## config.mk

```make
export PLATFORM = sky130hd
export DESIGN_NAME = epid_div
export DESIGN_NICKNAME = d
export VERILOG_FILES = /design/src/rtl/core/endpoint_id_allocator_top_defines.svh /design/src/rtl/core/epid_pkg.sv /design/src/rtl/core/epid_div.sv
export SDC_FILE = /design/constraint.sdc
export NUM_CORES = 1
export LEC_CHECK = 0
export BUFFER_PORTS_ARGS = -buffer_cell sky130_fd_sc_hd__buf_2
export CORE_UTILIZATION = 44
export DETAILED_ROUTE_END_ITERATION = 8
export PLACE_DENSITY = 0.7
export SLEW_MARGIN = 20
export SYNTH_ARGS = -nofsm -noshare
export SYNTH_HDL_FRONTEND = slang
export SYNTH_SLANG_ARGS = --single-unit
```

## constraint.sdc

```tcl
create_clock -name clk -period 1.6 [get_ports clk]
set_input_delay 0.08 -clock clk [delete_from_list [all_inputs] [get_ports clk]]
set_output_delay 0.08 -clock clk [all_outputs]
set_load 0.05 [all_outputs]
```

## src/rtl/core/endpoint_id_allocator_top_defines.svh

```systemverilog
// assertion macros shared by the endpoint id allocator rtl
// depends on nothing; users must have clk and arst_n in scope
`ifndef ENDPOINT_ID_ALLOCATOR_TOP_DEFINES_SVH
`define ENDPOINT_ID_ALLOCATOR_TOP_DEFINES_SVH

// consequent must hold in the same cycle as the antecedent
`define EPID_ASSERT_NOW(label, ante, cons, msg) \
	label: assert property (@(posedge clk) disable iff (!arst_n) (ante) |-> (cons)) \
		else $error(msg);

// consequent must hold in the cycle after the antecedent
`define EPID_ASSERT_NEXT(label, ante, cons, msg) \
	label: assert property (@(posedge clk) disable iff (!arst_n) (ante) |=> (cons)) \
		else $error(msg);

`endif

```

## src/rtl/core/epid_pkg.sv

```systemverilog
// types and constants of the endpoint id allocator
// depends on nothing
`timescale 1ns / 1ps

package epid_pkg;

	localparam int ID_W = 16;

	// operation codes
	localparam logic OP_ALLOC   = 1'b0;
	localparam logic OP_RELEASE = 1'b1;

	// status codes
	localparam logic [1:0] ST_GRANTED    = 2'd0;
	localparam logic [1:0] ST_EXHAUSTED  = 2'd1;
	localparam logic [1:0] ST_RELEASED   = 2'd2;
	localparam logic [1:0] ST_NOT_IN_USE = 2'd3;

	// register indexes
	localparam logic CFG_RANGE_FIRST = 1'b0;
	localparam logic CFG_RANGE_END   = 1'b1;

	// range used when range_end is zero
	localparam logic [ID_W-1:0] DEFAULT_FIRST = 16'd1;
	localparam logic [ID_W-1:0] DEFAULT_END   = 16'd65534;

	typedef struct packed {
		logic            operation;
		logic [ID_W-1:0] release_id;
	} in_item_t;

	typedef struct packed {
		logic [1:0]      status;
		logic [ID_W-1:0] granted_id;
	} out_item_t;

endpackage

```

## src/rtl/core/epid_div.sv

```systemverilog
// split of an id by a constant word size through a reciprocal multiply
// depends on epid_pkg
`timescale 1ns / 1ps

module epid_div #(
	parameter int DIVISOR = 32
) (
	input  logic                            clk,
	input  logic                            arst_n,
	input  logic                            start,
	input  logic [epid_pkg::ID_W-1:0]       dividend,
	output logic                            done,
	output logic [epid_pkg::ID_W-1:0]       quotient,
	output logic [$clog2(DIVISOR)-1:0]      remainder
);

	import epid_pkg::*;

	localparam int RW = $clog2(DIVISOR);
	// shift and rounded-up reciprocal exact for every dividend of ID_W bits
	localparam int SH = ID_W + RW;
	localparam longint unsigned RECIP = ((64'd1 << SH) + 64'(DIVISOR) - 64'd1) /
		64'(DIVISOR);
	localparam int MW = ID_W + 2;
	localparam int PW = ID_W + MW;

	logic [PW-1:0]   prod;
	logic [ID_W-1:0] back_prod;
	logic [ID_W-1:0] rem_full;
	logic            busy_s1;
	logic [ID_W-1:0] num_s1;
	logic [ID_W-1:0] quot_s1;
	logic            done_q;
	logic [ID_W-1:0] quot_q;
	logic [RW-1:0]   rem_q;

	// quotient by multiply and shift, remainder by multiply back and subtract
	assign prod      = PW'(dividend) * PW'(MW'(RECIP));
	assign back_prod = ID_W'(quot_s1 * ID_W'(DIVISOR));
	assign rem_full  = num_s1 - back_prod;

	always_ff @(posedge clk or negedge arst_n) begin
		if (!arst_n) begin
			busy_s1 <= 1'b0;
			num_s1  <= '0;
			quot_s1 <= '0;
			done_q  <= 1'b0;
			quot_q  <= '0;
			rem_q   <= '0;
		end else begin
			busy_s1 <= start;
			done_q  <= busy_s1;
			if (start) begin
				num_s1  <= dividend;
				quot_s1 <= ID_W'(prod >> SH);
			end
			if (busy_s1) begin
				quot_q <= quot_s1;
				rem_q  <= RW'(rem_full);
			end
		end
	end

	assign done      = done_q;
	assign quotient  = quot_q;
	assign remainder = rem_q;

endmodule

```

==> run_results.csv <==
group,metric,value,unit
synth,synth_most_common_cell,"dfrtp_1",
worst_setup_path,critPathKind,"flip-flop to primary output",
final_layout,layout.nets,151,
floorplanning,coreArea,3030,sq um
grt,antenna_found_initial,0,
clock_tree,numCtsBuffers,5,
worst_setup_path,rrSetupSlack,0.59,ns
drt,drt-total-wl,2240,um
clock_tree,clkTransAtPathRegs,0.09,ns
sta,finalSetupTns,0,ns
grt,grt_pass1_wl,3750,um
floorplanning,start_util,0.459,
final_layout,drive_above_1_share,0.561,
synth,synth_ff_type,"dfrtp_1",
drt,route.detailed.drc,0,
place,dpl_cell_area,1550,sq um
synth,yosys.area.top_type_share,0.612,
final_layout,filler_cell_count,267,
drt,drt-pass1-iter-count,4,
pwr,seq_power_share,0.510,
worst_setup_path,cp_max_fo,2,
drt,ant_nets,0,
worst_setup_path,critPathLaunchType,"flip-flop",
clock_tree,htree_levels,2,
synth,synth_edf_count,0,
worst_setup_path,cp_slowest_cell,"dfrtp_1",
pwr,p_sw_frac,0.329,
pwr,power_density,1130,nW/um^2
pwr,ir_drop,0.603,mV
grt,grt_max_degree,35,
worst_setup_path,worstPathRequired,1.52,ns
worst_setup_path,crit_arrival,0.96,ns
floorplanning,die-area,3390,sq um
sta,holdWs,0.117,ns
worst_setup_path,path_cells,"buf_2",
grt,overflow,0,
sta,worstMarginPinSlew,0.728,ns
synth,seq_area_frac_synth,0.612,
synth,synth_area_per_cell,18.3,sq um
place,hpwl,1390,um
drt,dr.first_iter.drc_count,8,
sta,max_slew_margin,0.515,
place,pre_cts_ws,0.585,ns
worst_setup_path,crit_path_max_incr_delay,0.36,ns
min_path,min_path_type,"input port to flip-flop",
sta,fmax,964,MHz
final_layout,area_delta_synth_final,27.0,%
sta,final.setup.worst_slack,0.563,ns
sta,slew_viol_final,0,
synth,syn_inst,76,
min_path,hold_end,"busy_s1$_DFF_PN0_",
synth,synth_seq_cells,34,
drt,dr_total_vias,768,
grt,track_usage,0.154,
floorplanning,fp.dieH,58.2,um
synth,synth.area.top_cells,"dfrtp_1, mux2_4, mux2_2",
worst_setup_path,cp_top_family,"flip-flops",
final_layout,final_area,1770,sq um
min_path,holdCritStartpoint,"start",
place,io_buffers,35,
synth,netlist_top_cells_count,"dfrtp_1, mux2_4, mux2_2",
clock_tree,cts.sinks,34,
pwr,p_int,1.34,mW
floorplanning,die_w,58.2,um
clock_tree,clockBufferDepth,2,
worst_setup_path,r2r-end,"quotient[1]$_DFFE_PN0P_",
run,cap_violations,0,
synth,syn-cell-area,1390,sq um
clock_tree,clockRootBuffer,"clkbuf_4",
grt,first_global_vias,799,
worst_setup_path,r2r_cells,2,
floorplanning,ioPinCount,41,
min_path,hold_path_depth,1,
drt,vias_per_cell,4.36,
run_status,status,"completed",
clock_tree,clkLatencyLatePin,0.33,ns
place,gp_congestion,0.618,
pwr,p_leak,0.870,nW
pwr,power_frac_comb,0.277,
sta,rsz0062_at_grt,"false",
sta,fin_skew,0.00978,ns
final_layout,antennaDiodeCount,0,
sta,timing.final.crit_period,1.04,ns
pwr,clkPwrFrac,0.213,
pwr,design_power_total,1.99,mW
synth,ys_types,7,
pwr,p_switching,0.656,mW
worst_setup_path,crit-reg2reg-launch,"busy_s1$_DFF_PN0_",
synth,ys_async_sr_fraction,1.00,
clock_tree,cts_tree,"done",
synth,yosysTopAreaCell,"dfrtp_1",
worst_setup_path,critPathBufInv,1,
drt,wl_per_cell,12.7,um
worst_setup_path,end_kind,"primary output",
sta,setup_viol,0,
synth,yosys_warnings,0,
sta,finalHoldViolCount,0,
sta,finalCritPeriodShare,0.648,
floorplanning,rows,20,
==> registers in the layout, indices dropped and copies added, names as in the netlist <==
| name | cells |
|---|---|
| quot_s1 | 11 |
| quotient | 11 |
| num_s1 | 5 |
| remainder | 5 |
| busy_s1 | 1 |
| done | 1 |
==> worst max-delay path by stage <==
| stage | from | cells past startpoint | end |
|---|---|---|---|
| 2_1_floorplan | busy_s1$_DFF_PN0_ | 3 | quotient[3]$_DFFE_PN0P_ |
| 3_3_place_gp | busy_s1$_DFF_PN0_ | 2 | quotient[10]$_DFFE_PN0P_ |
| 3_5_place_dp | busy_s1$_DFF_PN0_ | 2 | quotient[1]$_DFFE_PN0P_ |
| 4_1_cts | quotient[1]$_DFFE_PN0P_ | 1 | quotient[1] |
| 5_1_grt | quotient[0]$_DFFE_PN0P_ | 1 | quotient[0] |
| 6_report | quotient[6]$_DFFE_PN0P_ | 1 | quotient[6] |
==> logic make-up (layout without fill, tap and decap cells) <==
family                 after synthesis  in the layout  synth area share
buffers and inverters                9             61            0.0720
flip-flops                          34             34             0.612
other                                1              5           0.00270
multiplexers                        32             32             0.313
==> power by group through the flow <==
| stage | registers, mW | logic (mW) | clock network, mW |
|---|---|---|---|
| final | 1.02 | 0.553 | 0.424 |
| after global routing | 1.03 | 0.585 | 0.471 |
| after CTS | 1.02 | 0.557 | 0.446 |
| after detailed placement | 1.03 | 0.524 | 0 |
| after global placement | 1.03 | 0.520 | 0 |
| after floorplan | 1.25 | 0.205 | 0 |
==> repair_timing <==
item | 4_1_cts | 5_1_grt
hold buffers | 17 | 0
gates resized for setup | 0 | 0
endpoints found under the setup margin | 0 | 0
endpoints found under the hold margin | 50 | 0
buffers inserted | 0 | 0
==> stage by stage <==
| step | utilization | instances |
|---|---|---|
| floorplan | - | 80 |
| global placement | 0.512 | 152 |
| detailed placement | 0.512 | 152 |
| CTS | 0.583 | 176 |
| global route | 0.583 | 176 |
| finish | 0.583 | 176 |
==> layer usage <==
| metal | up-vias | track usage | wire (um) |
|---|---|---|---|
| li1 | 357 | - | - |
| met1 | 378 | 0.201 | 1070 |
| met2 | 31 | 0.230 | 1020 |
| met3 | 2 | 0.0603 | 134 |
| met4 | 0 | 0.0612 | 14 |
| met5 | - | 0 | 0 |
==> area by class of cell <==
type	instances	area, sq um	share of cell area
flip-flops and latches	34	851	0.482
well taps	44	55.1	0.0312
repair buffers	54	360	0.204
clock buffers	7	45.0	0.0255
multi-input cells	37	454	0.257
==> cell usage in the layout (no fill, tap or decap), drive strengths merged <==
| cell | n |
|---|---|
| buf | 37 |
| clkbuf | 7 |
| conb | 5 |
| dfrtp | 34 |
| dlygate4sd3 | 17 |
| mux2 | 32 |
Power figures use the tool's default switching activity.
